**src/bnms_pkg.sv**
```systemverilog
// ============================================================================
// bnms_pkg
// Shared types and constants of the box non-maximum suppression block.
// ============================================================================
package bnms_pkg;

    // Configuration register indexes.
    localparam logic CFG_IOU_THRESHOLD = 1'b0;
    localparam logic CFG_MAX_KEEP      = 1'b1;

    localparam int CFG_IDX_W  = 1;
    localparam int THR_W      = 17;
    localparam int KEEP_W     = 7;
    localparam int SCORE_W    = 16;
    localparam int IDX_OUT_W  = 6;
    localparam int SET_CNT_W  = 7;
    localparam int CFG_DATA_W = 17;

    localparam logic [THR_W-1:0]  THR_RESET  = 17'd29491;
    localparam logic [KEEP_W-1:0] KEEP_RESET = 7'd0;

    // One pixel in Q12.4, added for the inclusive edge rule.
    localparam int ONE_PIXEL = 16;

    // A loaded set handed from the loader to the suppression engine.
    typedef struct packed {
        logic [SET_CNT_W-1:0] count;
    } t_set_cmd;

    // Engine status seen by the loader.
    typedef struct packed {
        logic busy;
        logic done;
    } t_back_stat;

endpackage

```
**src/bnms_back.sv**
```systemverilog
// ============================================================================
// bnms_back
// Suppression engine: repeated passes over the store pick the next best box
// and remove boxes that overlap the current kept box too much.
// ============================================================================
module bnms_back #(
    parameter int MAX_BOXES   = 64,
    parameter int COORD_WIDTH = 16
) (
    input  logic                                     i_clk,
    input  logic                                     i_rst_n,
    input  logic [bnms_pkg::THR_W-1:0]               i_thr,
    input  logic [bnms_pkg::KEEP_W-1:0]              i_max_keep,
    input  logic                                     i_cmd_valid,
    input  bnms_pkg::t_set_cmd                       i_cmd,
    output logic                                     o_cmd_pop,
    output logic [$clog2(MAX_BOXES)-1:0]             o_raddr,
    input  logic [4*COORD_WIDTH+bnms_pkg::SCORE_W-1:0] i_rdata,
    output bnms_pkg::t_back_stat                     o_stat,
    output logic                                     o_out_valid,
    input  logic                                     i_out_stall,
    output logic [4*COORD_WIDTH+bnms_pkg::SCORE_W-1:0] o_out_word,
    output logic [bnms_pkg::IDX_OUT_W-1:0]           o_out_index,
    output logic                                     o_out_final
);

    localparam int CW  = COORD_WIDTH;
    localparam int IW  = $clog2(MAX_BOXES);
    localparam int WW  = 4*CW + bnms_pkg::SCORE_W;
    localparam int SW  = CW + 1;
    localparam int AW  = 2*SW;
    localparam int UW  = AW + 1;
    localparam int HW  = (UW + 1) / 2;
    localparam int TW  = bnms_pkg::THR_W;
    localparam int RW  = TW + UW;
    localparam int CNW = bnms_pkg::SET_CNT_W;
    localparam int SCORE_W_T = bnms_pkg::SCORE_W;

    typedef enum logic [1:0] {ST_IDLE, ST_SCAN, ST_DECIDE, ST_EMIT} t_state;

    function automatic logic [SW-1:0] side_len(logic signed [CW-1:0] lo,
                                               logic signed [CW-1:0] hi);
        logic signed [CW+1:0] d;
        d = (CW+2)'(hi) - (CW+2)'(lo) + (CW+2)'(bnms_pkg::ONE_PIXEL);
        return (d > 0) ? d[SW-1:0] : '0;
    endfunction

    t_state          r_state;
    logic [CNW-1:0]  r_n;
    logic [CNW-1:0]  r_addr;
    logic [CNW-1:0]  r_kept;
    logic [MAX_BOXES-1:0] r_done;
    logic            r_have_cur;
    logic [IW-1:0]   r_cur_i;
    logic [WW-1:0]   r_cur_w;
    logic [AW-1:0]   r_cur_a;
    logic            r_best_v;
    logic [IW-1:0]   r_best_i;
    logic [WW-1:0]   r_best_w;
    logic [AW-1:0]   r_best_a;
    logic            r_fin;
    logic            r_adopt;
    logic            r_set_done;
    logic            r_ovalid;
    logic [WW-1:0]   r_out_w;
    logic [IW-1:0]   r_out_i;
    logic            r_out_fin;

    // Pass pipeline: read, sides, products, union and partial products, compare.
    logic            r_v1, r_v2, r_v3, r_v4;
    logic [IW-1:0]   r_i1, r_i2, r_i3, r_i4;
    logic [WW-1:0]   r_w2, r_w3, r_w4;
    logic [SW-1:0]   r_iw, r_ih, r_ow, r_oh;
    logic [AW-1:0]   r_inter3, r_oa3, r_inter4, r_oa4;
    logic [UW-1:0]   r_un4;
    logic [TW+HW-1:0]      r_plo;
    logic [TW+UW-HW-1:0]   r_phi;

    logic signed [CW-1:0] ol, ot, orr, ob, cl, ct, cr, cb;
    logic signed [CW-1:0] il, it, ir, ib;
    logic [UW-1:0]   un3;
    logic [RW-1:0]   lhs, rhs;
    logic            over;
    logic [SCORE_W_T-1:0] score4;
    logic            issue;
    logic            pipe_empty;
    logic            lim_hit;

    assign ol  = i_rdata[CW-1:0];
    assign ot  = i_rdata[2*CW-1:CW];
    assign orr = i_rdata[3*CW-1:2*CW];
    assign ob  = i_rdata[4*CW-1:3*CW];
    assign cl  = r_cur_w[CW-1:0];
    assign ct  = r_cur_w[2*CW-1:CW];
    assign cr  = r_cur_w[3*CW-1:2*CW];
    assign cb  = r_cur_w[4*CW-1:3*CW];
    assign il  = (ol > cl) ? ol : cl;
    assign it  = (ot > ct) ? ot : ct;
    assign ir  = (orr < cr) ? orr : cr;
    assign ib  = (ob < cb) ? ob : cb;

    assign un3    = UW'(r_cur_a) + UW'(r_oa3) - UW'(r_inter3);
    assign lhs    = RW'(r_inter4) << 16;
    assign rhs    = (RW'(r_phi) << HW) + RW'(r_plo);
    assign over   = r_have_cur && (r_un4 != '0) && (lhs > rhs);
    assign score4 = r_w4[WW-1 -: SCORE_W_T];

    assign issue      = (r_state == ST_SCAN) && (r_addr < r_n);
    assign pipe_empty = !(r_v1 || r_v2 || r_v3 || r_v4);
    assign lim_hit    = (i_max_keep != '0) &&
                        ({1'b0, i_max_keep} <= (8'(r_kept) + 8'd1));

    assign o_raddr   = r_addr[IW-1:0];
    assign o_cmd_pop = (r_state == ST_IDLE) && i_cmd_valid;

    always_ff @(posedge i_clk) begin
        if (!i_rst_n) begin
            r_v1 <= 1'b0;
            r_v2 <= 1'b0;
            r_v3 <= 1'b0;
            r_v4 <= 1'b0;
        end else begin
            r_v1 <= issue;
            r_v2 <= r_v1;
            r_v3 <= r_v2;
            r_v4 <= r_v3;
        end
        r_i1 <= r_addr[IW-1:0];
        r_i2 <= r_i1;
        r_w2 <= i_rdata;
        r_iw <= side_len(il, ir);
        r_ih <= side_len(it, ib);
        r_ow <= side_len(ol, orr);
        r_oh <= side_len(ot, ob);
        r_i3 <= r_i2;
        r_w3 <= r_w2;
        r_inter3 <= r_iw * r_ih;
        r_oa3    <= r_ow * r_oh;
        r_i4 <= r_i3;
        r_w4 <= r_w3;
        r_inter4 <= r_inter3;
        r_oa4    <= r_oa3;
        r_un4    <= un3;
        r_plo    <= i_thr * un3[HW-1:0];
        r_phi    <= i_thr * un3[UW-1:HW];
    end

    always_ff @(posedge i_clk) begin
        if (!i_rst_n) begin
            r_state    <= ST_IDLE;
            r_done     <= '0;
            r_have_cur <= 1'b0;
            r_best_v   <= 1'b0;
            r_ovalid   <= 1'b0;
            r_set_done <= 1'b0;
            r_addr     <= '0;
            r_kept     <= '0;
            r_n        <= '0;
            r_fin      <= 1'b0;
            r_adopt    <= 1'b0;
        end else begin
            // The set is finished when the last result is loaded into the output register.
            r_set_done <= (r_state == ST_EMIT) && (!r_ovalid || !i_out_stall) && !r_adopt;
            if (r_ovalid && !i_out_stall && (r_state != ST_EMIT)) begin
                r_ovalid <= 1'b0;
            end
            unique case (r_state)
                ST_IDLE: begin
                    if (i_cmd_valid) begin
                        r_n        <= i_cmd.count;
                        r_done     <= '0;
                        r_have_cur <= 1'b0;
                        r_kept     <= '0;
                        r_addr     <= '0;
                        r_best_v   <= 1'b0;
                        r_state    <= ST_SCAN;
                    end
                end
                ST_SCAN: begin
                    if (issue) begin
                        r_addr <= r_addr + CNW'(1);
                    end
                    if (r_v4 && !r_done[r_i4]) begin
                        if (over) begin
                            r_done[r_i4] <= 1'b1;
                        end else if (!r_best_v || score4 > r_best_w[WW-1 -: SCORE_W_T]) begin
                            // Strict compare: equal scores keep the earlier arrival.
                            r_best_v <= 1'b1;
                            r_best_i <= r_i4;
                            r_best_w <= r_w4;
                            r_best_a <= r_oa4;
                        end
                    end
                    if (!issue && pipe_empty) begin
                        r_state <= ST_DECIDE;
                    end
                end
                ST_DECIDE: begin
                    if (r_best_v && r_have_cur) begin
                        r_fin   <= 1'b0;
                        r_adopt <= 1'b1;
                        r_state <= ST_EMIT;
                    end else if (r_best_v) begin
                        r_cur_i          <= r_best_i;
                        r_cur_w          <= r_best_w;
                        r_cur_a          <= r_best_a;
                        r_done[r_best_i] <= 1'b1;
                        r_have_cur       <= 1'b1;
                        r_kept           <= r_kept + CNW'(1);
                        if (lim_hit) begin
                            r_fin   <= 1'b1;
                            r_adopt <= 1'b0;
                            r_state <= ST_EMIT;
                        end else begin
                            r_addr   <= '0;
                            r_best_v <= 1'b0;
                            r_state  <= ST_SCAN;
                        end
                    end else begin
                        r_fin   <= 1'b1;
                        r_adopt <= 1'b0;
                        r_state <= ST_EMIT;
                    end
                end
                ST_EMIT: begin
                    if (!r_ovalid || !i_out_stall) begin
                        r_ovalid  <= 1'b1;
                        r_out_w   <= r_cur_w;
                        r_out_i   <= r_cur_i;
                        r_out_fin <= r_fin;
                        if (r_adopt) begin
                            r_cur_i          <= r_best_i;
                            r_cur_w          <= r_best_w;
                            r_cur_a          <= r_best_a;
                            r_done[r_best_i] <= 1'b1;
                            r_kept           <= r_kept + CNW'(1);
                            if (lim_hit) begin
                                r_fin   <= 1'b1;
                                r_adopt <= 1'b0;
                            end else begin
                                r_addr   <= '0;
                                r_best_v <= 1'b0;
                                r_state  <= ST_SCAN;
                            end
                        end else begin
                            r_state <= ST_IDLE;
                        end
                    end
                end
                default: r_state <= ST_IDLE;
            endcase
        end
    end

    assign o_stat.busy = (r_state != ST_IDLE);
    assign o_stat.done = r_set_done;
    assign o_out_valid = r_ovalid;
    assign o_out_word  = r_out_w;
    assign o_out_index = bnms_pkg::IDX_OUT_W'(r_out_i);
    assign o_out_final = r_out_fin;

endmodule

```
**config.mk**
```make
export PLATFORM = sky130hd
export DESIGN_NAME = bnms_back
export DESIGN_NICKNAME = d
export VERILOG_FILES = /design/src/bnms_pkg.sv /design/src/bnms_back.sv
export SDC_FILE = /design/constraint.sdc
export NUM_CORES = 2
export LEC_CHECK = 0
export BUFFER_PORTS_ARGS = -buffer_cell sky130_fd_sc_hd__buf_4
export CAP_MARGIN = 20
export CORE_UTILIZATION = 60
export CTS_BUF_LIST = sky130_fd_sc_hd__clkbuf_8
export CTS_CLUSTER_DIAMETER = 150
export DETAILED_ROUTE_END_ITERATION = 7
export MAX_ROUTING_LAYER = met4
export PLACE_DENSITY = 0.82
export SYNTH_ARGS = -nofsm -noshare
export SYNTH_HDL_FRONTEND = slang
export SYNTH_SLANG_ARGS = --single-unit
```
**constraint.sdc**
```tcl
create_clock -name i_clk -period 38 [get_ports i_clk]
set_clock_uncertainty 0.1 [all_clocks]
set_input_delay 3.8 -clock i_clk [delete_from_list [all_inputs] [get_ports i_clk]]
set_output_delay 3.8 -clock i_clk [all_outputs]
set_load 0.03 [all_outputs]
```
==> out/metrics.yaml <==
status: "finished clean"
hold_class: "reg -> reg"
clkSlewWorstSetupHoldPaths_ps: 60
ctsHoldBuffers: 0
synth_edf_count: 327
antenna_found_initial: 2
post-route-period-util_pct: 27.42
cts_tree: "done"
die_w_um: 361.5
drv_slew: 0
setup_tns_ps: 0
vias: 54960
start_util_pct: 60.67
grt_start_max_net_pins: 65
maxCapViolCount: 0
synth_top_cell_by_area: "fa_1"
nFillCells: 9593
yosys_warnings: 0
cp_top_family: "adder cells"
cp_slowest_cell: "xor2_2"
synth_top_family_by_area: "adder cells"
synth_area_leaders: "fa_1, dfxtp_1, edfxtp_1"
drt_pass1_iterations: 6
ys.flop_type: "dfxtp_1"
ys_ff_latch: 996
synth_top_area_share_pct: 24.52
ys_async_sr_fraction_pct: 0
relSlewSlack_pct: 22.55
synth.mux.area_fraction_pct: 0.8695
cp_max_fo: 18
finalSetupViolCount: 0
holdWs_ps: 215.2
grt_pass1_vias: 58270
post-route-drc-count: 0
crit_buf_inv: 6
clock.fmax_mhz: 95.96
synth-xor-area-share_pct: 2.496
ys_seq_area_share_pct: 29.93
final_nets: 9677
dp_hpwl_mm: 137.2
rows: 131
numCtsBuffers: 153
ys_types: 90
post_cts_buffers: 0
detail-route-antenna-nets: 0
io_pins: 212
required_ps: 38720
drt_iter0_markers: 4472
htreeDepth: 4
syn2layout_area_growth_pct: 8.109
dieArea_um2: 130700
synth_adder_area_share_pct: 36.54
place_congestion: 0.9411
placed_area_um2: 80590
drive_gt1_share_pct: 7.832
coreArea_um2: 127800
crit_path_end_kind: "flip-flop"
clkSinkCount: 996
fin_crit_ps: 10420
port_buffers: 211
via_per_inst: 5.690
start_kind: "flip-flop"
netlist_area_um2: 77560
synth_cells: 7726
synth-simple-area-share_pct: 12.12
synth_fp_nets: 9536
path_class: "reg -> reg"
overflow: 0
fin_area_um2: 83850
cp_common_cell: "fa_1"
cts_resized: 0
rsz0062_at_grt: "no"
tightest_slew_ps: 1153
clock_latency_ps: 910
grt_pass1_wl_mm: 297.1
track_usage_pct: 29.28
syn_avg_cell_area_um2: 10.04
clk_path_buf_depth: 3
slowest_delay_ps: 880
routedWlPerCell_um: 18.88
synth_compound_area_share_pct: 9.592
die-height_um: 361.5
root_buffer: "clkbuf_8"
worstPathArrival_ps: 11140
routed_wl_mm: 182.3
hold_viol: 0
[synthesized netlist by cell type, types with 98 or more instances]
cell type  number
fa_1          950
edfxtp_1      327
a21o_1        111
dfxtp_1       669
nor2_1        239
nand2_1       932
o21ai_0       104
inv_1        1417
a21oi_1       262
o21a_1        111
and2_1        388
xnor2_1       152
clkbuf_1      245
ha_1          745
a22oi_1        98
[registers in the layout, indices dropped and copies added (netlist names), 35 cells and up]
register / cells
r_un4: 35
o_out_word: 80
r_done: 64
r_cur_w: 80
r_w3: 80
r_plo: 35
r_w2: 80
r_best_w: 80
r_w4: 80
[layout by cell type (no fill, tap or decap), types with 19 or more instances in the layout]
master / synthesis / routed
nor3_1: 66 / 66
and2_1: 388 / 388
a221oi_1: 20 / 19
buf_4: 8 / 281
a21oi_2: 58 / 58
fa_1: 950 / 950
o211ai_1: 23 / 23
o21a_1: 111 / 111
a22oi_1: 98 / 98
nand2b_1: 32 / 32
nand2_1: 932 / 931
dfxtp_1: 669 / 669
ha_1: 745 / 745
a211oi_1: 69 / 69
o21ai_0: 104 / 104
o21bai_1: 26 / 26
xnor2_1: 152 / 151
or3_1: 21 / 21
nor2_1: 239 / 237
and3_1: 44 / 43
a21o_1: 111 / 111
inv_1: 1417 / 1467
nand4_1: 28 / 28
a221o_1: 33 / 33
a21oi_1: 262 / 262
edfxtp_1: 327 / 327
mux2i_1: 37 / 37
xor2_1: 69 / 66
clkbuf_8: 0 / 175
nand3_1: 68 / 68
nor4_1: 23 / 22
nor2b_1: 46 / 45
[worst register-to-register path: cells and delay by family, from the launching register on]
kind	cells	cell delay (ps)
AOI/OAI and AO/OA	12	3200
xor gates and xnor gates	1	880
adders and majority gates	9	4140
buffers and inverters	6	390
DFF	1	320
and+or+nand+nor	5	1320
[final cells by class]
type,count,area [um^2],area share [%]
antenna,4,10.01,0.01194
inverter,1418,5323,6.348
sequential,996,23210,27.68
tap,1662,2079,2.480
clock inverter,106,798.3,0.9520
clock buffer,175,2409,2.872
timing repair buffer,286,2142,2.555
multi-input combinational,5012,47880,57.10
[metal layers]
layer  routed length [um]  global-route usage [%]
met4                 6899                   12.31
met1                72330                   35.40
met5                    0                       -
met3                13250                   4.530
met2                89860                   48.87
[metrics by stage]
step                      cells  util (%)  worst slack (ps)
after floorplan            7726         -             14240
after global placement     9367     63.03             27700
after detailed placement   9368     63.04             27540
after CTS                  9649     65.55             27700
after global routing       9658     65.59             27090
final                      9659     65.59             27580
[worst paths after layout]
path	to	startpoint	depth (start not counted)	slack (ps)
worst max-delay path	r_phi[33]	r_cur_a[1]	33	27580
worst min-delay path	r_w4[7]	r_w3[7]	0	220
worst max register to register	r_phi[33]	r_cur_a[1]	33	27580
worst min register to register	r_w4[7]	r_w3[7]	0	220
[cells by family (layout without fill, tap and decap cells)]
family | after synthesis | after routing
AOI/OAI and AO/OA | 1065 | 1065
xor gates and xnor gates | 221 | 221
adders and majority gates | 1695 | 1695
buffers and inverters | 1718 | 1985
DFF | 996 | 996
muxes | 56 | 56
other | 0 | 4
and+or+nand+nor | 1975 | 1975
Power is not shown: default switching activity piles up to over one toggle a cycle in this logic, so the estimate is an artifact.
