<file path="src/bnms_pkg.sv">
// ============================================================================
// bnms_pkg
// Shared types and constants of the box non-maximum suppression block.
// ============================================================================
package bnms_pkg;

    // Configuration register indexes.
    localparam logic CFG_IOU_THRESHOLD = 1'b0;
    localparam logic CFG_MAX_KEEP      = 1'b1;

    localparam int CFG_IDX_W  = 1;
    localparam int THR_W      = 17;
    localparam int KEEP_W     = 7;
    localparam int SCORE_W    = 16;
    localparam int IDX_OUT_W  = 6;
    localparam int SET_CNT_W  = 7;
    localparam int CFG_DATA_W = 17;

    localparam logic [THR_W-1:0]  THR_RESET  = 17'd29491;
    localparam logic [KEEP_W-1:0] KEEP_RESET = 7'd0;

    // One pixel in Q12.4, added for the inclusive edge rule.
    localparam int ONE_PIXEL = 16;

    // A loaded set handed from the loader to the suppression engine.
    typedef struct packed {
        logic [SET_CNT_W-1:0] count;
    } t_set_cmd;

    // Engine status seen by the loader.
    typedef struct packed {
        logic busy;
        logic done;
    } t_back_stat;

endpackage

</file>
<file path="src/bnms_front.sv">
// ============================================================================
// bnms_front
// Loader: accepts boxes, writes them to the box store, and hands off a set.
// ============================================================================
module bnms_front #(
    parameter int MAX_BOXES   = 64,
    parameter int COORD_WIDTH = 16
) (
    input  logic                                   i_clk,
    input  logic                                   i_rst_n,
    input  logic                                   i_in_valid,
    output logic                                   o_in_stall,
    input  logic [4*COORD_WIDTH+bnms_pkg::SCORE_W-1:0] i_word,
    input  logic                                   i_final,
    output logic                                   o_we,
    output logic [$clog2(MAX_BOXES)-1:0]           o_waddr,
    output logic [4*COORD_WIDTH+bnms_pkg::SCORE_W-1:0] o_wdata,
    output logic                                   o_push,
    output bnms_pkg::t_set_cmd                     o_cmd,
    input  logic                                   i_q_full,
    input  bnms_pkg::t_back_stat                   i_stat
);

    localparam int IW = $clog2(MAX_BOXES);
    localparam int CNW = bnms_pkg::SET_CNT_W;

    logic [CNW-1:0] r_loaded;
    logic           r_hold;
    logic           accept;
    logic           room;

    assign accept = i_in_valid && !o_in_stall;
    assign room   = (r_loaded < CNW'(MAX_BOXES));

    // A box beyond the store capacity is dropped, but a final flag still closes the set.
    assign o_we         = accept && room;
    assign o_waddr      = r_loaded[IW-1:0];
    assign o_wdata      = i_word;
    assign o_push       = accept && i_final;
    assign o_cmd.count  = r_loaded + CNW'(room);
    assign o_in_stall   = r_hold || i_q_full || i_stat.busy;

    always_ff @(posedge i_clk) begin
        if (!i_rst_n) begin
            r_loaded <= '0;
            r_hold   <= 1'b0;
        end else begin
            if (accept) begin
                if (i_final) begin
                    r_loaded <= '0;
                    r_hold   <= 1'b1;
                end else if (room) begin
                    r_loaded <= r_loaded + CNW'(1);
                end
            end
            if (i_stat.done) begin
                r_hold <= 1'b0;
            end
        end
    end

endmodule

</file>
<file path="config.mk">
export PLATFORM = sky130hd
export DESIGN_NAME = bnms_front
export DESIGN_NICKNAME = d
export VERILOG_FILES = /design/src/bnms_pkg.sv /design/src/bnms_front.sv
export SDC_FILE = /design/constraint.sdc
export NUM_CORES = 1
export LEC_CHECK = 0
export ABC_AREA = 1
export BUFFER_PORTS_ARGS = -buffer_cell sky130_fd_sc_hd__buf_2
export CAP_MARGIN = 20
export CORE_MARGIN = 5
export CORE_UTILIZATION = 27
export DETAILED_ROUTE_END_ITERATION = 6
export GPL_ROUTABILITY_DRIVEN = 1
export PLACE_DENSITY = 0.79
export SETUP_SLACK_MARGIN = 0.05
export SYNTH_ARGS = -nofsm -noshare
export SYNTH_HDL_FRONTEND = slang
export SYNTH_SLANG_ARGS = --single-unit
</file>
<file path="constraint.sdc">
create_clock -name i_clk -period 1.2 [get_ports i_clk]
set_input_delay 0.24 -clock i_clk [delete_from_list [all_inputs] [get_ports i_clk]]
set_output_delay 0.24 -clock i_clk [all_outputs]
set_load 0.03 [all_outputs]
</file>
==> metrics.txt, run 1 <==
VDD IR max=about 0.00022 V; worst hold path depth=2; CTS buffer count=3; die width=approximately 77 microns; clk_lat worst skew=about 0.23 ns; crit-path max FO=2; share of cells above drive strength 1=0.661; cell internal pwr=0.541 mW; H-Tree Depth=1; Final #Nets=219; Detailed Route WL=between 2 and 3 mm; leading cell type in the layout, fill and taps excluded=buf_4; leak pwr=0.533 nW; Finish-stage setup viols=12; io pins=183; Initial Util=0.277; antenna violations before repair=0; crit end category=primary output; critical path launch point type=flop; Psw=roughly 0.18 mW; most frequent cells in the layout=buf_4 (22), nand2_1 (15), buf_6 (14), inv_1 (8), buf_2 (7); clock tree sinks=8; Post-Layout Inst Area=0.00121 sq mm; cell chain of the critical path=inv_4, ha_4, ha_4, nand2_4, inv_4, nand3_4, xor2_4, buf_6; Area growth syn-to-layout=1.25%; PwrDens=around 600 mW/mm^2; Final ANT Viol Nets=0; Vias=about 750; synthesized area=approximately 0.0012 sq mm; yosys synthesis warning count=0; post-synthesis sequential area ratio=0.134; failing checks=setup timing; Worst Tran Pin Value=a little under 0.2 ns; number of synthesized flops with an enable pin=0; vias in the first global route=around 840; syn_nets=256; DP Area=slightly below 0.001 sq mm; Overall Power=approximately 0.73 mW; DIE AREA=slightly below 0.006 sq mm; Root Driver=clkbuf_8; ys flop type=dfxtp_1; maximum root-to-sink buffer count=2; synth unique cells=19; DRC viols=0; clock network fraction of total power=0.450; Setup CP Type=reg2out; worst endpoint data arrival time=between 1 and 1.5 ns; 1st-pass router iterations=6; GRT overflow=0; fin crit period=between 1.5 and 2 ns; Register-to-Register Path Depth=7; final worst path period share=1.38; drt initial violations=65; worst hold path type=in2reg; CTS clock-pin slew for the worst setup and hold paths=~0.04 ns; GR Util All Layers=0.0902; CORE AREA=0.00432 sq mm; antenna cells=0; post-DP HPWL=2.15 mm; ys async rst share=0; RSZ-0062 raised after global routing=true; post-route setup slack=-0.456 ns; M1 GR Usage=0.0621; GP Congestion=0.761; GR Util met2=0.168; Synth Register Bits=8; Fin. Hold Viols=0; routed vias/inst=between 4 and 5; Fin Clk Skew=0.00263 ns; Slew Limit Fails=0; Max Freq=slightly above 600 MHz; largest net degree at the start of global routing=6; hold_buf cts=0; GR Util met3=0.0366; WHS=~0.16 ns; CTS tree=yes; fill count=450; Slowest-stage cell, CP=dfxtp_2; status=complete, but fails checks; post-route insts no fill=between 150 and 200; # port buffers=22; Comb power frac=0.180; wire length per cell=about 16 microns; dpl cells=172; Worst R2R Setup Slack=-0.03 ns; sw frac=0.254; grt peak-use layer=met2; Syn Area/Cell=between 7 and 8 sq um; Max-Slew Margin vs Limit=0.870; Chip Height=around 77 microns; max cap viols=0; Syn Inst Count=approximately 170; Worst EP required=around 0.96 ns; Reg power frac=0.371; number of cell rows=24; first-pass GRT wire length=4.11 mm; slowest stage delay, CP=~0.34 ns
## stage by stage
| stage | util | TNS (ns) | setup slack [ns] |
|---|---|---|---|
| after floorplan | - | -0.992 | -0.226 |
| after detailed placement | 0.225 | -1.28 | -0.280 |
| after global routing | 0.280 | -3.45 | -0.509 |
| after global placement | 0.225 | -1.03 | -0.245 |
| after CTS | 0.265 | -2.45 | -0.470 |
| final | 0.280 | -2.57 | -0.456 |
## cells by family (layout without fill, tap and decap cells)
kind of cell,Yosys count,after routing,synth area share
AOI/OAI and AO/OA,10,10,0.0470
buffers and inverters,99,60,0.580
DFF,8,8,0.134
and+or+nand+nor,41,41,0.171
xor gates and xnor gates,5,5,0.0366
adders and majority gates,3,3,0.0314
## power groups by stage
stage	clock (mW)	sequential [mW]	combinational [mW]
2_1_floorplan	0	0.277	0.559
3_3_place_gp	0	0.276	0.0921
3_5_place_dp	0	0.276	0.0935
4_1_cts	0.338	0.270	0.116
5_1_grt	0.351	0.269	0.141
6_report	0.326	0.269	0.130
## state kept, by name, summed over array words and instances, names as in the netlist
register  count
r_loaded      7
r_hold        1
## metal layers
metal,part of all wire,routed length [microns]
met1,0.26,740
met2,0.57,1590
met3,0.10,280
met4,0.065,181
met5,0,0
## path summary, 6_finish.rpt
path | to | from
hold / removal | r_hold$_SDFFE_PP0P_ | i_stat[0]
hold reg to reg | r_loaded[6]$_SDFFE_PN0P_ | r_loaded[6]$_SDFFE_PN0P_
setup / recovery | o_cmd[6] | r_loaded[6]$_SDFFE_PN0P_
setup reg to reg | r_loaded[1]$_SDFFE_PN0P_ | r_loaded[6]$_SDFFE_PN0P_
## synthesized netlist by cell type (2+ instances only)
master | n | share of area
buf_4 | 86 | 0.54
nand3_1 | 4 | 0.017
inv_1 | 12 | 0.038
nor2_2 | 2 | 0.010
xor2_1 | 5 | 0.037
nand2_1 | 17 | 0.053
ha_1 | 3 | 0.031
dfxtp_1 | 8 | 0.13
nand2_2 | 2 | 0.010
nor2_4 | 2 | 0.019
nor2_1 | 11 | 0.034
a21oi_1 | 6 | 0.025
o21ai_0 | 2 | 0.0084
## critical path: cells and delay by family (launching register included)
| family | cells | cell delay [ns] |
|---|---|---|
| buffers and inverters | 3 | 0.22 |
| DFF | 1 | 0.34 |
| xor gates and xnor gates | 1 | 0.14 |
| adders and majority gates | 2 | 0.32 |
| and+or+nand+nor | 2 | 0.16 |
## area by class of cell
class | instances | area, sq um | area share
Clock buffer | 3 | 41.3 | 0.0341
Tap cell | 52 | 65.1 | 0.0537
Sequential cell | 8 | 174 | 0.143
Multi-Input combinational cell | 59 | 513 | 0.423
Inverter | 13 | 53.8 | 0.0444
Timing Repair Buffer | 44 | 365 | 0.301
## timing repair
action                                 4_1_cts  5_1_grt
setup buffers                                2        2
pin swaps                                    7        8
resized for setup                           37       16
setup endpoints to repair                   20       21
endpoints found under the hold margin        0        0
No activity file was read; power rests on OpenSTA's default activity.
==> run 2, diff against run 1 <==
--- a/config.mk
+++ b/config.mk
@@ -8,12 +8,13 @@
 export ABC_AREA = 1
 export BUFFER_PORTS_ARGS = -buffer_cell sky130_fd_sc_hd__buf_2
 export CAP_MARGIN = 20
-export CORE_MARGIN = 5
+export CORE_MARGIN = 4
 export CORE_UTILIZATION = 27
 export DETAILED_ROUTE_END_ITERATION = 6
 export GPL_ROUTABILITY_DRIVEN = 1
 export PLACE_DENSITY = 0.79
 export SETUP_SLACK_MARGIN = 0.05
+export SLEW_MARGIN = 20
 export SYNTH_ARGS = -nofsm -noshare
 export SYNTH_HDL_FRONTEND = slang
 export SYNTH_SLANG_ARGS = --single-unit
==> metrics.txt, run 2 (same netlist as run 1, synthesis figures left out) <==
Largest regs=r_loaded (7), r_hold (1); Vias=804 (+7.9%); Worst EP required=0.96 ns (about the same); io pins=183 (unchanged); start point of the worst hold path=i_stat[0]; area of the multi-input gates=547 sq um (+6.6%); Max-Slew Margin vs Limit=0.858 (-0.0117); Finish-stage setup viols=14 (+2); Setup TNS=-2.99 ns (-0.419 ns); max FFs per register=7 (unchanged); post-route setup slack=-0.474 ns (-0.0178 ns); worst hold path type=in2reg; Initial Util=0.289 (+0.0120); final worst path period share=1.40 (+0.0148); RSZ-0062 raised after global routing=true; routed vias/inst=4.52 (+8.5%); drt initial violations=78 (+20%); Overall Power=0.754 mW (+3.9%); crit-path max FO=2 (unchanged); PwrDens=597 mW/mm^2 (-0.32%); CTS buffer count=3 (unchanged); Final ANT Viol Nets=0 (unchanged); CTS tree=yes; H-Tree Depth=1 (unchanged); fill count=413 (-8.2%); Chip Height=74.6 microns (-2.6%); leak pwr=0.542 nW (+1.5%); Max Freq=597 MHz (-1.1%); first-pass GRT wire length=3.94 mm (-4.0%); Root Driver=clkbuf_8; GR Util All Layers=0.0942 (+0.00400); CORE AREA=0.00414 sq mm (-4.2%); antenna cells=0 (unchanged); Fin Clk Skew=0.00162 ns (-0.00101 ns); number of cell rows=23 (-4.2%); critical path launch point type=flop; DRC viols=0 (unchanged); leading cell type in the layout, fill and taps excluded=buf_4; maximum root-to-sink buffer count=2 (unchanged); GRT overflow=0 (unchanged); 1st-pass router iterations=4 (-2); post-DP HPWL=1.96 mm (-8.9%); Util after Layout=0.305 (+0.0246); fin crit period=1.67 ns (+0.0178 ns); crit end category=primary output; GP Congestion=0.776 (+2.0%); Largest Register=r_loaded; Worst Setup SP=r_loaded[6]$_SDFFE_PN0P_; vias in the first global route=808 (-3.5%); # port buffers=22 (unchanged); Slew Limit Fails=0 (unchanged); die width=74.6 microns (-2.6%); Area growth syn-to-layout=5.54%; Reg area=171 sq um (-1.4%); max cap viols=0 (unchanged); hold_buf cts=0 (unchanged); clk_lat worst skew=0.24 ns (about the same); clock tree sinks=8 (unchanged); WHS=0.145 ns (-0.0119 ns); Setup CP Type=reg2out; Worst R2R Start=r_loaded[6]$_SDFFE_PN0P_; most frequent cells in the layout=buf_4 (19), buf_6 (18), nand2_1 (11), buf_2 (7); antenna violations before repair=0 (unchanged); share of cells above drive strength 1=0.742 (+0.0808); status=complete, but fails checks; Final #Nets=220 (+0.46%); VDD IR max=0.000276 V (+25%); wire length per cell=15.4 microns (-1.3%); Fin. Hold Viols=0 (unchanged); Worst Tran Pin Value=0.212 ns (+0.0176 ns); worst endpoint data arrival time=1.43 ns (about the same); CTS clock-pin slew for the worst setup and hold paths=0.04 ns (about the same); DIE AREA=0.00556 sq mm (-5.2%); Detailed Route WL=2.75 mm (-1.8%); largest net degree at the start of global routing=6 (unchanged); failing checks=setup timing
==> run 2: final timing paths <==
path	to	depth (start not counted)	slack [ns]
max reg2reg	r_loaded[4]$_SDFFE_PN0P_	8	-0.06
min reg2reg	r_loaded[6]$_SDFFE_PN0P_	2	0.51
max	o_cmd[6]	8	-0.47
min	r_hold$_SDFFE_PP0P_	2	0.14
==> run 2: per-layer routing <==
layer,GRT usage,wire length [microns],up-vias
met5,0,0,-
met4,0.0988,209,0
met3,0.0378,308,33
met2,0.167,1430,47
met1,0.0742,796,378
li1,-,-,346
==> run 2: metrics by stage <==
step	area [sq um]	setup WS (ns)	cells
5_1_grt	1260	-0.525	178
6_report	1260	-0.474	178
2_1_floorplan	1310	-0.226	166
4_1_cts	1150	-0.472	173
3_5_place_dp	955	-0.289	168
3_3_place_gp	955	-0.242	168
==> run 2: final cells by class <==
type	instances	share of cell area
Clock buffer	3	0.0327
Inverter	13	0.0426
Multi-Input combinational cell	59	0.433
Sequential cell	8	0.136
Tap cell	50	0.0495
Timing Repair Buffer	45	0.307
==> run 2: repair_timing <==
action | CTS | global route
buffers inserted | 3 | 7
gates resized for setup | 44 | 22
pin swaps | 10 | 15
endpoints found under the hold margin | 0 | 0
endpoints found under the setup margin | 20 | 19
==> run 2: worst max-delay path: stages (launching register included) <==
cell and delay (ns):
dfxtp_2 0.34, inv_4 0.04, ha_4 0.16, ha_4 0.16, nand2_4 0.09, inv_4 0.04
nand3_4 0.07, xor2_4 0.15, buf_6 0.15
==> run 2: power by group <==
part	total [mW]	internal, mW	switching, mW
logic	0.145	0.0650	0.0797
clock network	0.339	0.219	0.121
registers	0.270	0.267	0.00274
total	0.754	0.551	0.203
==> run 3, diff against run 2 <==
==> constraint.sdc (replaced) <==
create_clock -name i_clk -period 1.5 [get_ports i_clk]
set_input_delay 0.3 -clock i_clk [delete_from_list [all_inputs] [get_ports i_clk]]
set_output_delay 0.3 -clock i_clk [all_outputs]
set_load 0.03 [all_outputs]
==> metrics.txt, run 3 (same netlist as run 1, synthesis figures left out) <==
status=complete, but fails checks; failing checks=setup timing; post-DP HPWL=1.80 mm (-7.9%); start point of the worst hold path=i_stat[0]; Detailed Route WL=2.22 mm (-19%); Final ANT Viol Nets=0 (unchanged); largest net degree at the start of global routing=6 (unchanged); Slowest-stage cell, CP=dfxtp_2; CTS clock-pin slew for the worst setup and hold paths=0.04 ns (about the same); PwrDens=545 mW/mm^2 (-8.6%); RSZ-0062 raised after global routing=true; fin crit period=1.72 ns; crit-path max FO=2 (unchanged); Max-Slew Margin vs Limit=0.799 (-0.0590); Worst EP required=1.20 ns (+0.24 ns); hold_buf cts=0 (unchanged); # port buffers=22 (unchanged); DIE AREA=0.00556 sq mm (unchanged); max cap viols=0 (unchanged); Setup TNS=-1.06 ns (+1.93 ns); antenna violations before repair=0 (unchanged); first-pass GRT wire length=3.28 mm (-17%); post-route setup slack=-0.217 ns (+0.257 ns); Fin Clk Skew=0.00319 ns (+0.00156 ns); Vias=703 (-13%); clk_lat worst skew=0.23 ns (about the same); Worst R2R Start=r_loaded[6]$_SDFFE_PN0P_; wire length per cell=13.4 microns (-13%); 1st-pass router iterations=4 (unchanged); final worst path period share=1.14; maximum root-to-sink buffer count=2 (unchanged); drt initial violations=25 (-68%); Initial Util=0.289 (unchanged); CTS tree=yes; Slew Limit Fails=0 (unchanged); Worst Setup SP=r_loaded[6]$_SDFFE_PN0P_; number of cell rows=23 (unchanged); leading cell type in the layout, fill and taps excluded=nand2_1; DRC viols=0 (unchanged); Util after Layout=0.248 (-0.0568); Setup CP Type=reg2out; Largest regs=r_loaded (7), r_hold (1); critical path launch point type=flop; Max Freq=roughly 580 MHz; VDD IR max=0.000212 V (-23%); worst hold path type=in2reg; Overall Power=0.561 mW (-26%); Largest Register=r_loaded; H-Tree Depth=1 (unchanged); most used cell, CP=ha_4; share of cells above drive strength 1=0.552 (-0.190); Chip Height=74.6 microns (unchanged); most frequent cells in the layout=nand2_1 (16), buf_2 (14), buf_4 (14), inv_1 (9), nor2_1 (8); crit end category=primary output; GR Util All Layers=0.0812 (-0.0130); Worst Tran Pin Value=0.301 ns (+0.0884 ns); die width=74.6 microns (unchanged); CORE AREA=0.00414 sq mm (unchanged); antenna cells=0 (unchanged); Final #Nets=208 (-5.5%); routed vias/inst=4.23 (-6.2%); slowest stage delay, CP=0.33 ns (about the same); max FFs per register=7 (unchanged); WHS=0.218 ns (+0.0726 ns); CTS buffer count=3 (unchanged); GRT overflow=0 (unchanged); Fin. Hold Viols=0 (unchanged); fill count=437 (+5.8%); vias in the first global route=664 (-18%); cell chain of the critical path=inv_4, ha_4, ha_4, nand2_4, nor2_4, xor2_4, buf_6; worst endpoint data arrival time=1.42 ns (about the same); Finish-stage setup viols=6 (-8); Root Driver=clkbuf_8; io pins=183 (unchanged); leak pwr=0.450 nW (-17%); clock tree sinks=8 (unchanged); Area growth syn-to-layout=-14.1%; GP Congestion=0.771 (-0.73%)
-- run 3: critical path, delay by kind of cell (launching register included) --
family / cells / cell delay, ns
buf+inv: 2 / 0.19
simple gates: 2 / 0.25
fa+ha+maj: 2 / 0.27
xor+xnor: 1 / 0.15
flops: 1 / 0.33
-- run 3: final timing paths --
path	to	slack [ns]	cells after the start
setup / recovery	o_cmd[4]	-0.22	7
hold / removal	r_hold$_SDFFE_PP0P_	0.22	2
setup reg to reg	r_loaded[3]$_SDFFE_PN0P_	0.20	9
hold reg to reg	r_loaded[6]$_SDFFE_PN0P_	0.49	2
-- run 3: cell type report --
| cell class | count | area, sq um | share of cell area |
|---|---|---|---|
| timing repair buffer | 33 | 231 | 0.225 |
| clock buffer | 3 | 41.3 | 0.0401 |
| inverter | 13 | 53.8 | 0.0523 |
| sequential | 8 | 164 | 0.159 |
| multi-input combinational | 59 | 475 | 0.462 |
| tap | 50 | 62.6 | 0.0608 |
-- run 3: metrics by stage --
| stage | worst slack (ns) | instance area, sq um | instances |
|---|---|---|---|
| final | -0.217 | 1030 | 166 |
| after global routing | -0.289 | 1030 | 166 |
| after CTS | -0.234 | 1010 | 165 |
| after detailed placement | -0.0414 | 895 | 160 |
| after global placement | -0.00757 | 895 | 160 |
| after floorplan | 0.0140 | 1310 | 166 |
-- run 3: per-layer routing --
metal,global-route usage,share of wire,up-vias
met5,0,0,-
met4,0.103,0.081,0
met3,0.0432,0.13,26
met2,0.136,0.50,58
met1,0.0572,0.29,296
li1,-,-,323
-- run 3: timing repair --
action / in CTS / in global routing
cloned: 0 / 0
pin swaps: 7 / 4
resized for setup: 19 / 1
setup endpoints to repair: 8 / 8
buffers inserted: 2 / 1
-- run 3: where the power goes --
| part | switching (mW) | total [mW] | leakage (nW) | internal [mW] |
|---|---|---|---|---|
| Clock | 0.0909 | 0.265 | 0.0216 | 0.174 |
| Combinational | 0.0486 | 0.0780 | 0.363 | 0.0294 |
| Sequential | 0.00196 | 0.218 | 0.0660 | 0.216 |
