File: config.mk
export PLATFORM = sky130hd
export DESIGN_NAME = bnms_cmdq
export DESIGN_NICKNAME = d
export VERILOG_FILES = /design/src/bnms_pkg.sv /design/src/bnms_cmdq.sv
export SDC_FILE = /design/constraint.sdc
export NUM_CORES = 1
export LEC_CHECK = 0
export ABC_CLOCK_PERIOD_IN_PS = 2400
export BUFFER_PORTS_ARGS = -buffer_cell sky130_fd_sc_hd__buf_2
export CELL_PAD_IN_SITES_DETAIL_PLACEMENT = 1
export CELL_PAD_IN_SITES_GLOBAL_PLACEMENT = 1
export CORE_MARGIN = 2
export CORE_UTILIZATION = 43
export CTS_CLUSTER_SIZE = 25
export DETAILED_ROUTE_END_ITERATION = 6
export HOLD_SLACK_MARGIN = 0.05
export PLACE_DENSITY = 0.81
export SLEW_MARGIN = 20
export SYNTH_ARGS = -nofsm -noshare
export SYNTH_HDL_FRONTEND = slang
export SYNTH_SLANG_ARGS = --single-unit
File: constraint.sdc
create_clock -name i_clk -period 2.4 [get_ports i_clk]
set_input_delay 0.6 -clock i_clk [delete_from_list [all_inputs] [get_ports i_clk]]
set_output_delay 0.6 -clock i_clk [all_outputs]
set_load 0.02 [all_outputs]
File: src/bnms_pkg.sv
// ============================================================================
// bnms_pkg
// Shared types and constants of the box non-maximum suppression block.
// ============================================================================
package bnms_pkg;

    // Configuration register indexes.
    localparam logic CFG_IOU_THRESHOLD = 1'b0;
    localparam logic CFG_MAX_KEEP      = 1'b1;

    localparam int CFG_IDX_W  = 1;
    localparam int THR_W      = 17;
    localparam int KEEP_W     = 7;
    localparam int SCORE_W    = 16;
    localparam int IDX_OUT_W  = 6;
    localparam int SET_CNT_W  = 7;
    localparam int CFG_DATA_W = 17;

    localparam logic [THR_W-1:0]  THR_RESET  = 17'd29491;
    localparam logic [KEEP_W-1:0] KEEP_RESET = 7'd0;

    // One pixel in Q12.4, added for the inclusive edge rule.
    localparam int ONE_PIXEL = 16;

    // A loaded set handed from the loader to the suppression engine.
    typedef struct packed {
        logic [SET_CNT_W-1:0] count;
    } t_set_cmd;

    // Engine status seen by the loader.
    typedef struct packed {
        logic busy;
        logic done;
    } t_back_stat;

endpackage

File: src/bnms_cmdq.sv
// ============================================================================
// bnms_cmdq
// Two-entry queue of loaded-set commands between loader and engine.
// ============================================================================
module bnms_cmdq (
    input  logic              i_clk,
    input  logic              i_rst_n,
    input  logic              i_push,
    input  bnms_pkg::t_set_cmd i_cmd,
    output logic              o_full,
    input  logic              i_pop,
    output logic              o_valid,
    output bnms_pkg::t_set_cmd o_cmd
);

    bnms_pkg::t_set_cmd r_slot [2];
    logic               r_wptr;
    logic               r_rptr;
    logic [1:0]         r_count;

    always_ff @(posedge i_clk) begin
        if (!i_rst_n) begin
            r_wptr  <= 1'b0;
            r_rptr  <= 1'b0;
            r_count <= 2'd0;
        end else begin
            if (i_push && !o_full) begin
                r_slot[r_wptr] <= i_cmd;
                r_wptr         <= ~r_wptr;
            end
            if (i_pop && o_valid) begin
                r_rptr <= ~r_rptr;
            end
            r_count <= r_count + 2'(i_push && !o_full) - 2'(i_pop && o_valid);
        end
    end

    assign o_full  = (r_count == 2'd2);
    assign o_valid = (r_count != 2'd0);
    assign o_cmd   = r_slot[r_rptr];

endmodule

==> insert_results.sql, run 1 <==
INSERT INTO impl_metrics (metric_group, metric, value, unit) VALUES
('clock_network', 'tritoncts', 'built', ''),
('global_route', 'global_route.overflow_total', '0', ''),
('power_and_ir_drop', 'maximum_resistive_drop_on_vdd', '0.568', 'mV'),
('placed_design', 'place.port_buffers', '19', ''),
('critical_path', 'max_stage_delay', '0.52', 'ns'),
('clock_network', 'postCtsResizedCells', '0', ''),
('sta', 'layout_worst_path_cycle_share', '79.5', '%'),
('sta', 'max_slew_margin', '56.6', '%'),
('min_path', 'timing.hold.worst.class', 'in2reg', ''),
('floorplanning', 'chipWidth', '45.7', 'um'),
('critical_path', 'timing.reg2reg.setup_slack', '0.70', 'ns'),
('final_layout', 'nets', '84', ''),
('sta', 'timing.final.hold_violations', '0', ''),
('sta', 'clock_skew', '0.00368', 'ns'),
('sta', 'final-setup-viol-count', '0', ''),
('route', 'drt-wirelength-per-cell', '13.0', 'um'),
('critical_path', 'timing.critical_path.to_type', 'output port', ''),
('clock_network', 'max-clock-path-buffers', '2', ''),
('final_layout', 'final_util', '53.0', '%'),
('run_status', 'run_status', 'finished, final reports clean', ''),
('placed_design', 'placedInstanceArea', '858', 'um^2'),
('yosys', 'yosys_register_bits', '19', ''),
('yosys', 'ys_warn_count', '0', ''),
('clock_network', 'clk_transition_reported_paths', '0.10', 'ns'),
('route', 'drt_wl_total', '1.13', 'mm'),
('yosys', 'ys_types', '19', ''),
('final_layout', 'area_delta_synth_final', '18.4', '%'),
('final_layout', 'fill_cells', '182', ''),
('clock_network', 'htree_levels', '1', ''),
('yosys', 'synth_cells', '48', ''),
('final_layout', 'num_antenna_cells', '0', ''),
('yosys', 'mappedNetlistArea', '747', 'um^2'),
('power_and_ir_drop', 'overall_power_consumption', '0.000859', 'W'),
('clock_network', 'cts_buffers', '3', ''),
('global_route', 'number_of_global_route_vias_before_repair', '398', ''),
('yosys', 'synthesis.nets', '61', ''),
('sta', 'setup_repair_after_global_routing_missed_its_margin', 'false', ''),
('sta', 'fin_setup_tns', '0', 'ns'),
('critical_path', 'top_family_by_delay_on_critical_path', 'flip-flops', ''),
('route', 'drt-pass1-iter-count', '3', ''),
('placed_design', 'gp_congestion', '0.591', ''),
('critical_path', 'worstPathArrival', '1.31', 'ns'),
('yosys', 'synth_seq_area_share', '69.7', '%'),
('clock_network', 'clk-insertion-delay-late', '0.28', 'ns'),
('floorplanning', 'design.die.area', '2090', 'um^2'),
('power_and_ir_drop', 'p_leak', '0.364', 'nW'),
('route', 'drc', '0', ''),
('clock_network', 'clock-sinks', '19', ''),
('global_route', 'total_grt_usage', '12.3', '%'),
('route', 'route.antenna.remaining_nets', '0', ''),
('floorplanning', 'fp.dieH', '45.7', 'um'),
('final_layout', 'final-seq-area', '520', 'um^2'),
('critical_path', 'critPathRequiredTime', '1.80', 'ns'),
('yosys', 'synthesis.area_per_instance', '15.6', 'um^2'),
('sta', 'worst-slew-pin-transition', '0.648', 'ns'),
('critical_path', 'crit_slowest_cell', 'sky130_fd_sc_hd__dfxtp_1', ''),
('sta', 'layout_min_cycle_time', '1.91', 'ns'),
('route', 'dr_total_vias', '438', ''),
('floorplanning', 'fp.coreArea', '1670', 'um^2'),
('job', 'cap_violations', '0', ''),
('global_route', 'grt_start_max_net_pins', '11', ''),
('final_layout', 'layout-drive-gt1-share', '35.7', '%'),
('sta', 'final-max-slew-violation-count', '0', ''),
('final_layout', 'stdcell_count', '87', ''),
('placed_design', 'post-place-cells', '83', ''),
('floorplanning', 'ios', '20', ''),
('critical_path', 'start_kind', 'flop', ''),
('route', 'vias_per_cell', '5.03', ''),
('clock_network', 'clk_root_buffer_cell', 'sky130_fd_sc_hd__clkbuf_4', ''),
('power_and_ir_drop', 'cellPowerDensity', '971', 'nW/um^2'),
('floorplanning', 'fp-row-count', '15', ''),
('critical_path', 'cp_num_buf_inv', '1', ''),
('final_layout', 'design_area', '885', 'um^2'),
('critical_path', 'path_max_fanout', '7', ''),
('critical_path', 'worstPathCellList', 'mux2_1 -> buf_2', ''),
('clock_network', 'cts_hold_buffers', '0', ''),
('clock_network', 'post_cts_buffers', '0', ''),
('route', 'count_of_routing_violations_after_the_opening_detailed_route_iteration', '4', ''),
('sta', 'clock.fmax', '524', 'MHz'),
('final_layout', 'area_of_the_multi_input_gates', '210', 'um^2'),
('floorplanning', 'initial_utilization', '44.7', '%'),
('critical_path', 'timing_worst_setup_path_type', 'reg2out', ''),
('global_route', 'grt_pass1_wl', '1.71', 'mm'),
('global_route', 'antenna_violations_before_repair', '0', '');
-- placed cells by master, fill, tap and decap left out --
master                     count
sky130_fd_sc_hd__buf_2        19
sky130_fd_sc_hd__and2_1        2
sky130_fd_sc_hd__nand3_1       1
sky130_fd_sc_hd__or2_1         1
sky130_fd_sc_hd__and2_4        1
sky130_fd_sc_hd__xnor2_1       3
sky130_fd_sc_hd__and3_1        1
sky130_fd_sc_hd__nand2b_1      1
sky130_fd_sc_hd__nor2b_1       2
sky130_fd_sc_hd__o21a_2        1
sky130_fd_sc_hd__ha_1          2
sky130_fd_sc_hd__nand2_1       1
sky130_fd_sc_hd__clkbuf_1      1
sky130_fd_sc_hd__inv_2         1
sky130_fd_sc_hd__inv_1         2
sky130_fd_sc_hd__clkbuf_4      3
sky130_fd_sc_hd__nor2_1        1
sky130_fd_sc_hd__dfxtp_1       5
sky130_fd_sc_hd__o22ai_1       1
sky130_fd_sc_hd__edfxtp_1     14
sky130_fd_sc_hd__mux2_1        7
-- layer usage --
layer | global-route usage (%) | wire, um
met1 | 14.6 | 481
met2 | 18.9 | 541
met3 | 3.57 | 84
met4 | 8.82 | 21
met5 | 0 | 0
-- flip-flops by register name (all words and copies together) (netlist names), named ones only --
signal   cells
r_count      2
r_rptr       1
r_slot      14
r_wptr       1
-- power breakdown --
group	internal (W)	switching [W]
combinational	0.000125	0.000142
sequential	0.000402	0.0000362
clock	0.0000644	0.0000892
total	0.000591	0.000267
-- logic make-up after synthesis --
| group | synth area share [%] |
|---|---|
| xor+xnor | 3.52 |
| flops | 69.7 |
| mux | 10.6 |
| buf+inv | 2.18 |
| simple gates | 8.71 |
| fa+ha+maj | 3.35 |
| compound gates | 2.01 |
-- Yosys cell counts --
cell | instances | area, um^2
sky130_fd_sc_hd__and2_1 | 2 | 12.5
sky130_fd_sc_hd__and2_4 | 1 | 8.76
sky130_fd_sc_hd__and3_1 | 1 | 6.26
sky130_fd_sc_hd__buf_2 | 1 | 5.00
sky130_fd_sc_hd__dfxtp_1 | 5 | 100
sky130_fd_sc_hd__edfxtp_1 | 14 | 420
sky130_fd_sc_hd__ha_1 | 2 | 25.0
sky130_fd_sc_hd__inv_1 | 2 | 7.51
sky130_fd_sc_hd__inv_2 | 1 | 3.75
sky130_fd_sc_hd__mux2_1 | 7 | 78.8
sky130_fd_sc_hd__nand2_1 | 1 | 3.75
sky130_fd_sc_hd__nand2b_1 | 1 | 6.26
sky130_fd_sc_hd__nand3_1 | 1 | 5.00
sky130_fd_sc_hd__nor2_1 | 1 | 3.75
sky130_fd_sc_hd__nor2b_1 | 2 | 12.5
sky130_fd_sc_hd__o21a_2 | 1 | 8.76
sky130_fd_sc_hd__o22ai_1 | 1 | 6.26
sky130_fd_sc_hd__or2_1 | 1 | 6.26
sky130_fd_sc_hd__xnor2_1 | 3 | 26.3
-- worst paths after layout --
path | from | endpoint | cells after the start
max | flop | o_cmd[3] | 2
min | i_cmd[6] | r_slot[1][6] | 1
max reg2reg | r_count[0] | r_count[1] | 9
min reg2reg | r_wptr | r_wptr | 2
-- per-stage QoR --
stage	hold WS, ns	worst slack, ns
floorplan	0.467	0.697
global placement	0.484	0.576
detailed placement	0.490	0.543
CTS	0.490	0.461
global route	0.474	0.412
finish	0.498	0.492
-- cell type report --
| type | instances | area share (%) |
|---|---|---|
| tap | 17 | 2.40 |
| inverter | 3 | 1.27 |
| timing repair buffer | 19 | 10.7 |
| multi-input combinational | 25 | 23.8 |
| sequential | 19 | 58.8 |
| clock buffer | 4 | 2.97 |
No activity file was read; power rests on OpenSTA's default activity.
==> inputs of run 2 (changes only) <==
--- a/config.mk
+++ b/config.mk
@@ -5,16 +5,16 @@
 export SDC_FILE = /design/constraint.sdc
 export NUM_CORES = 1
 export LEC_CHECK = 0
-export ABC_CLOCK_PERIOD_IN_PS = 2400
+export ABC_CLOCK_PERIOD_IN_PS = 1600
 export BUFFER_PORTS_ARGS = -buffer_cell sky130_fd_sc_hd__buf_2
 export CELL_PAD_IN_SITES_DETAIL_PLACEMENT = 1
 export CELL_PAD_IN_SITES_GLOBAL_PLACEMENT = 1
 export CORE_MARGIN = 2
-export CORE_UTILIZATION = 43
+export CORE_UTILIZATION = 36
 export CTS_CLUSTER_SIZE = 25
 export DETAILED_ROUTE_END_ITERATION = 6
 export HOLD_SLACK_MARGIN = 0.05
-export PLACE_DENSITY = 0.81
+export PLACE_DENSITY = 0.73
 export SLEW_MARGIN = 20
 export SYNTH_ARGS = -nofsm -noshare
 export SYNTH_HDL_FRONTEND = slang
==> constraint.sdc (replaced) <==
create_clock -name i_clk -period 1.6 [get_ports i_clk]
set_input_delay 0.4 -clock i_clk [delete_from_list [all_inputs] [get_ports i_clk]]
set_output_delay 0.4 -clock i_clk [all_outputs]
set_load 0.02 [all_outputs]
==> insert_results.sql, run 2 (synthesized netlist as in run 1, its figures left out) <==
INSERT INTO impl_metrics (metric_group, metric, value, unit) VALUES
('clock_network', 'max-clock-path-buffers', '2', ''),
('sta', 'max_slew_margin', '77.3', '%'),
('sta', 'final.hold.worst_slack', '0.292', 'ns'),
('critical_path', 'path_max_fanout', '7', ''),
('clock_network', 'clk_root_buffer_cell', 'sky130_fd_sc_hd__clkbuf_4', ''),
('final_layout', 'top_regs', 'r_slot: 14 flops, r_count: 2 flops', ''),
('run_status', 'run_status', 'finished, final reports clean', ''),
('final_layout', 'area_of_the_multi_input_gates', '277', 'um^2'),
('power_and_ir_drop', 'p_leak', '0.436', 'nW'),
('min_path', 'timing.hold.worst.class', 'in2reg', ''),
('route', 'top_layer', 'met3', ''),
('final_layout', 'num_antenna_cells', '0', ''),
('sta', 'clock_skew', '0.00348', 'ns'),
('final_layout', 'flip_flop_count_of_the_largest_register_after_layout', '14', ''),
('placed_design', 'detailed_place_hpwl', '870', 'um'),
('final_layout', 'layout-drive-gt1-share', '60.5', '%'),
('final_layout', 'mostFrequentLayoutCell', 'sky130_fd_sc_hd__edfxtp_1', ''),
('sta', 'final-max-slew-violation-count', '0', ''),
('route', 'met3_wirelength', '71', 'um'),
('clock_network', 'clk-insertion-delay-late', '0.29', 'ns'),
('critical_path', 'start_kind', 'flop', ''),
('route', 'route.antenna.remaining_nets', '0', ''),
('final_layout', 'area_delta_synth_final', '41.7', '%'),
('floorplanning', 'fp.coreArea', '1960', 'um^2'),
('sta', 'timing.final.hold_violations', '0', ''),
('route', 'drt-wirelength-per-cell', '12.1', 'um'),
('floorplanning', 'fp.dieH', '49.6', 'um'),
('sta', 'worst-slew-pin-transition', '0.340', 'ns'),
('final_layout', 'nets', '90', ''),
('global_route', 'grt_start_max_net_pins', '11', ''),
('global_route', 'number_of_global_route_vias_before_repair', '465', ''),
('critical_path', 'worstPathArrival', '1.18', 'ns'),
('clock_network', 'cts_buffers', '3', ''),
('critical_path', 'worstPathCellList', 'mux2_4 -> buf_6', ''),
('route', 'vias_per_cell', '4.41', ''),
('floorplanning', 'design.die.area', '2460', 'um^2'),
('placed_design', 'place.port_buffers', '19', ''),
('floorplanning', 'initial_utilization', '38.1', '%'),
('final_layout', 'final-seq-area', '527', 'um^2'),
('sta', 'final-setup-viol-count', '0', ''),
('clock_network', 'clk_transition_reported_paths', '0.10', 'ns'),
('floorplanning', 'ios', '20', ''),
('global_route', 'antenna_violations_before_repair', '0', ''),
('sta', 'setup_repair_after_global_routing_missed_its_margin', 'true', ''),
('global_route', 'global_route.overflow_total', '0', ''),
('job', 'cap_violations', '0', ''),
('critical_path', 'max_stage_delay', '0.43', 'ns'),
('floorplanning', 'chipWidth', '49.6', 'um'),
('sta', 'clock.fmax', '633', 'MHz'),
('final_layout', 'regMostFlops', 'r_slot', ''),
('clock_network', 'htree_levels', '1', ''),
('critical_path', 'timing_worst_setup_path_type', 'reg2out', ''),
('final_layout', 'final_util', '54.0', '%'),
('placed_design', 'gp_congestion', '0.718', ''),
('clock_network', 'tritoncts', 'built', ''),
('route', 'met1Wirelength', '547', 'um'),
('sta', 'layout_min_cycle_time', '1.58', 'ns'),
('route', 'drc', '0', ''),
('power_and_ir_drop', 'cellPowerDensity', '1480', 'nW/um^2'),
('final_layout', 'fill_cells', '218', ''),
('route', 'drt-pass1-iter-count', '2', ''),
('floorplanning', 'fp-row-count', '16', ''),
('route', 'drt_wl_total', '1.24', 'mm'),
('power_and_ir_drop', 'maximum_resistive_drop_on_vdd', '0.725', 'mV'),
('critical_path', 'timing.critical_path.to_type', 'output port', ''),
('route', 'count_of_routing_violations_after_the_opening_detailed_route_iteration', '8', ''),
('route', 'route.met2.wl', '624', 'um'),
('clock_network', 'clock-sinks', '19', ''),
('critical_path', 'crit_slowest_cell', 'sky130_fd_sc_hd__dfxtp_4', ''),
('sta', 'layout_worst_path_cycle_share', '98.7', '%'),
('global_route', 'total_grt_usage', '11.4', '%'),
('global_route', 'grt_pass1_wl', '2.15', 'mm'),
('clock_network', 'cts_hold_buffers', '0', ''),
('final_layout', 'layout_common_cells', '14 x sky130_fd_sc_hd__edfxtp_1, 12 x sky130_fd_sc_hd__buf_2, 7 x sky130_fd_sc_hd__mux2_4, 7 x sky130_fd_sc_hd__buf_6, 6 x sky130_fd_sc_hd__buf_4', ''),
('critical_path', 'critPathRequiredTime', '1.20', 'ns'),
('route', 'dr_total_vias', '454', '');
run 2: per-layer routing:
metal | GRT usage, % | vias to the layer above
met2 | 18.0 | 14
met4 | 1.39 | 0
met5 | 0 | -
met1 | 16.2 | 215
met3 | 3.03 | 0
li1 | - | 225
run 2: per-stage QoR:
| step | area (um^2) | setup WS (ns) | TNS, ns | cells | power [W] |
|---|---|---|---|---|---|
| floorplan | 747 | 0.00112 | 0 | 48 | 0.000965 |
| global placement | 901 | -0.0354 | -0.0354 | 97 | 0.00111 |
| detailed placement | 901 | -0.0672 | -0.0672 | 97 | 0.00113 |
| CTS | 981 | -0.00686 | -0.0122 | 102 | 0.00146 |
| global route | 1060 | -0.0480 | -0.259 | 103 | 0.00167 |
| finish | 1060 | 0.0204 | 0 | 103 | 0.00156 |
run 2: area by class of cell:
| cell class | count | area share, % |
|---|---|---|
| Tap cell | 27 | 3.19 |
| Sequential cell | 19 | 49.8 |
| Timing Repair Buffer | 25 | 17.4 |
| Multi-Input combinational cell | 25 | 26.1 |
| Clock buffer | 4 | 2.48 |
| Inverter | 3 | 1.06 |
run 2: path summary, 6_finish.rpt:
check             cells after the start      endpoint  slack [ns]       start
setup / recovery                      2      o_cmd[3]        0.02        flop
hold reg to reg                       2        r_wptr        0.53      r_wptr
setup reg to reg                      9    r_count[1]        0.03  r_count[0]
hold / removal                        1  r_slot[1][1]        0.29    i_cmd[1]
run 2: where the power goes:
group	switching, W	internal (W)
logic	0.000268	0.000379
registers	0.0000695	0.000613
clock network	0.000137	0.0000969
total	0.000475	0.00109
run 2: what timing repair did:
item,CTS,global route
buffers inserted,1,1
pin swaps,5,0
resized for setup,10,21
setup endpoints to repair,8,8
cloned,0,0
run 2: worst max-delay path, delay by kind of cell, from the launching register on:
kind	cells	cell delay, ns
flops	1	0.43
buf+inv	1	0.13
mux	1	0.32
==> inputs of run 3 (changes only) <==
--- a/config.mk
+++ b/config.mk
@@ -14,7 +14,7 @@
 export CTS_CLUSTER_SIZE = 25
 export DETAILED_ROUTE_END_ITERATION = 6
 export HOLD_SLACK_MARGIN = 0.05
-export PLACE_DENSITY = 0.73
+export PLACE_DENSITY_LB_ADDON = 0.05
 export SLEW_MARGIN = 20
 export SYNTH_ARGS = -nofsm -noshare
 export SYNTH_HDL_FRONTEND = slang
==> insert_results.sql, run 3 (synthesized netlist as in run 1, its figures left out) <==
INSERT INTO impl_metrics (metric_group, metric, value, unit) VALUES
('power_and_ir_drop', 'p_leak', '0.448', 'nW'),
('sta', 'final.hold.worst_slack', '0.293', 'ns'),
('job', 'cap_violations', '0', ''),
('final_layout', 'stdcell_count', '104', ''),
('final_layout', 'nets', '91', ''),
('clock_network', 'cts_hold_buffers', '0', ''),
('run_status', 'run_status', 'finished, final reports clean', ''),
('global_route', 'grt_start_max_net_pins', '12', ''),
('sta', 'final-max-slew-violation-count', '0', ''),
('clock_network', 'clk_root_buffer_cell', 'sky130_fd_sc_hd__clkbuf_4', ''),
('clock_network', 'post_cts_buffers', '0', ''),
('floorplanning', 'design.die.area', '2460', 'um^2'),
('critical_path', 'timing.critical_path.to_type', 'output port', ''),
('final_layout', 'fill_cells', '211', ''),
('critical_path', 'worstPathArrival', '1.18', 'ns'),
('floorplanning', 'initial_utilization', '38.1', '%'),
('critical_path', 'timing_worst_setup_path_type', 'reg2out', ''),
('final_layout', 'design_area', '1090', 'um^2'),
('route', 'drt-wirelength-per-cell', '11.4', 'um'),
('global_route', 'grtUsageMet3', '2.73', '%'),
('placed_design', 'placedInstanceArea', '923', 'um^2'),
('global_route', 'grt_pass1_wl', '2.09', 'mm'),
('sta', 'worst-slew-pin-transition', '0.330', 'ns'),
('clock_network', 'tritoncts', 'built', ''),
('route', 'count_of_routing_violations_after_the_opening_detailed_route_iteration', '2', ''),
('route', 'drc', '0', ''),
('floorplanning', 'fp.dieH', '49.6', 'um'),
('sta', 'clock_skew', '0.00550', 'ns'),
('final_layout', 'mostFrequentLayoutCell', 'sky130_fd_sc_hd__edfxtp_1', ''),
('power_and_ir_drop', 'cellPowerDensity', '1490', 'nW/um^2'),
('floorplanning', 'chipWidth', '49.6', 'um'),
('clock_network', 'clock-sinks', '19', ''),
('clock_network', 'clk-insertion-delay-late', '0.28', 'ns'),
('critical_path', 'path_max_fanout', '7', ''),
('final_layout', 'regMostFlops', 'r_slot', ''),
('route', 'drt_wl_total', '1.19', 'mm'),
('sta', 'layout_worst_path_cycle_share', '98.6', '%'),
('sta', 'final-setup-viol-count', '0', ''),
('placed_design', 'post-place-cells', '100', ''),
('floorplanning', 'fp.coreArea', '1960', 'um^2'),
('route', 'vias_per_cell', '4.37', ''),
('final_layout', 'layout-drive-gt1-share', '62.3', '%'),
('placed_design', 'place.port_buffers', '19', ''),
('floorplanning', 'ios', '20', ''),
('sta', 'setup_repair_after_global_routing_missed_its_margin', 'true', ''),
('global_route', 'top_usage_layer', 'met2', ''),
('final_layout', 'num_antenna_cells', '0', ''),
('sta', 'layout_min_cycle_time', '1.58', 'ns'),
('final_layout', 'flip_flop_count_of_the_largest_register_after_layout', '14', ''),
('final_layout', 'layout_common_cells', '14 x sky130_fd_sc_hd__edfxtp_1, 11 x sky130_fd_sc_hd__buf_2, 9 x sky130_fd_sc_hd__buf_6', ''),
('clock_network', 'max-clock-path-buffers', '2', ''),
('sta', 'timing.final.hold_violations', '0', ''),
('global_route', 'antenna_violations_before_repair', '0', ''),
('sta', 'clock.fmax', '634', 'MHz'),
('critical_path', 'critPathRequiredTime', '1.20', 'ns'),
('final_layout', 'area_delta_synth_final', '46.1', '%'),
('sta', 'max_slew_margin', '78.0', '%'),
('route', 'drt-pass1-iter-count', '2', ''),
('power_and_ir_drop', 'maximum_resistive_drop_on_vdd', '0.737', 'mV'),
('critical_path', 'start_kind', 'flop', ''),
('final_layout', 'top_regs', 'r_slot: 14 flops, r_count: 2 flops', ''),
('clock_network', 'htree_levels', '1', ''),
('route', 'dr_total_vias', '454', ''),
('floorplanning', 'fp-row-count', '16', ''),
('clock_network', 'clk_transition_reported_paths', '0.10', 'ns'),
('global_route', 'global_route.overflow_total', '0', ''),
('route', 'route.antenna.remaining_nets', '0', ''),
('min_path', 'timing.hold.worst.class', 'in2reg', ''),
('global_route', 'grtUsageMet1', '13.0', '%'),
('global_route', 'grt_util_met2', '20.2', '%'),
('global_route', 'total_grt_usage', '11.3', '%'),
('placed_design', 'gp_congestion', '0.645', ''),
('clock_network', 'cts_buffers', '3', ''),
('global_route', 'number_of_global_route_vias_before_repair', '509', '');
-- run 3: what timing repair did --
item                       in CTS  in global routing
hold endpoints to repair        0                  0
pin swaps                       2                  7
setup endpoints to repair       8                  9
gates cloned                    0                  0
resized for setup               9                 27
-- run 3: worst max-delay path: stages (launching register included) --
cell	delay, ns
sky130_fd_sc_hd__dfxtp_4	0.44
sky130_fd_sc_hd__mux2_4	0.32
sky130_fd_sc_hd__buf_6	0.13
-- run 3: layout make-up --
cell class	instances	area, um^2	area share (%)
Inverter	3	11.3	1.03
Sequential cell	19	529	48.5
Tap cell	27	33.8	3.10
Multi-Input combinational cell	25	288	26.4
Clock buffer	3	22.5	2.06
Clock inverter	1	5.00	0.459
Timing Repair Buffer	26	201	18.5
-- run 3: final timing paths --
path                    from            to  slack [ns]  depth (start not counted)
setup / recovery        flop      o_cmd[0]        0.02                          2
hold / removal      i_cmd[6]  r_slot[0][6]        0.29                          1
setup reg to reg  r_count[0]    r_count[1]        0.05                          9
hold reg to reg       r_wptr        r_wptr        0.51                          1
-- run 3: routing by layer --
layer / vias up / share of wire [%]
li1: 228 / -
met5: - / 0
met3: 2 / 4.3
met1: 212 / 41
met2: 12 / 54
met4: 0 / 0.76
-- run 3: report_power, final --
part | internal (W) | leakage (nW) | switching (W) | total [W]
clock | 0.0000927 | 0.0177 | 0.000135 | 0.000228
sequential | 0.000616 | 0.171 | 0.0000676 | 0.000684
combinational | 0.000432 | 0.259 | 0.000284 | 0.000717
total | 0.00114 | 0.448 | 0.000487 | 0.00163
-- run 3: stage by stage --
step | setup slack, ns | TNS [ns] | util [%] | power (W)
after CTS | -0.0116 | -0.0313 | 50.8 | 0.00147
final | 0.0230 | 0 | 55.6 | 0.00163
after global routing | -0.0413 | -0.264 | 55.6 | 0.00174
after detailed placement | -0.0676 | -0.0676 | 47.1 | 0.00115
after global placement | -0.0311 | -0.0311 | 47.1 | 0.00115
after floorplan | 0.00112 | 0 | - | 0.000965
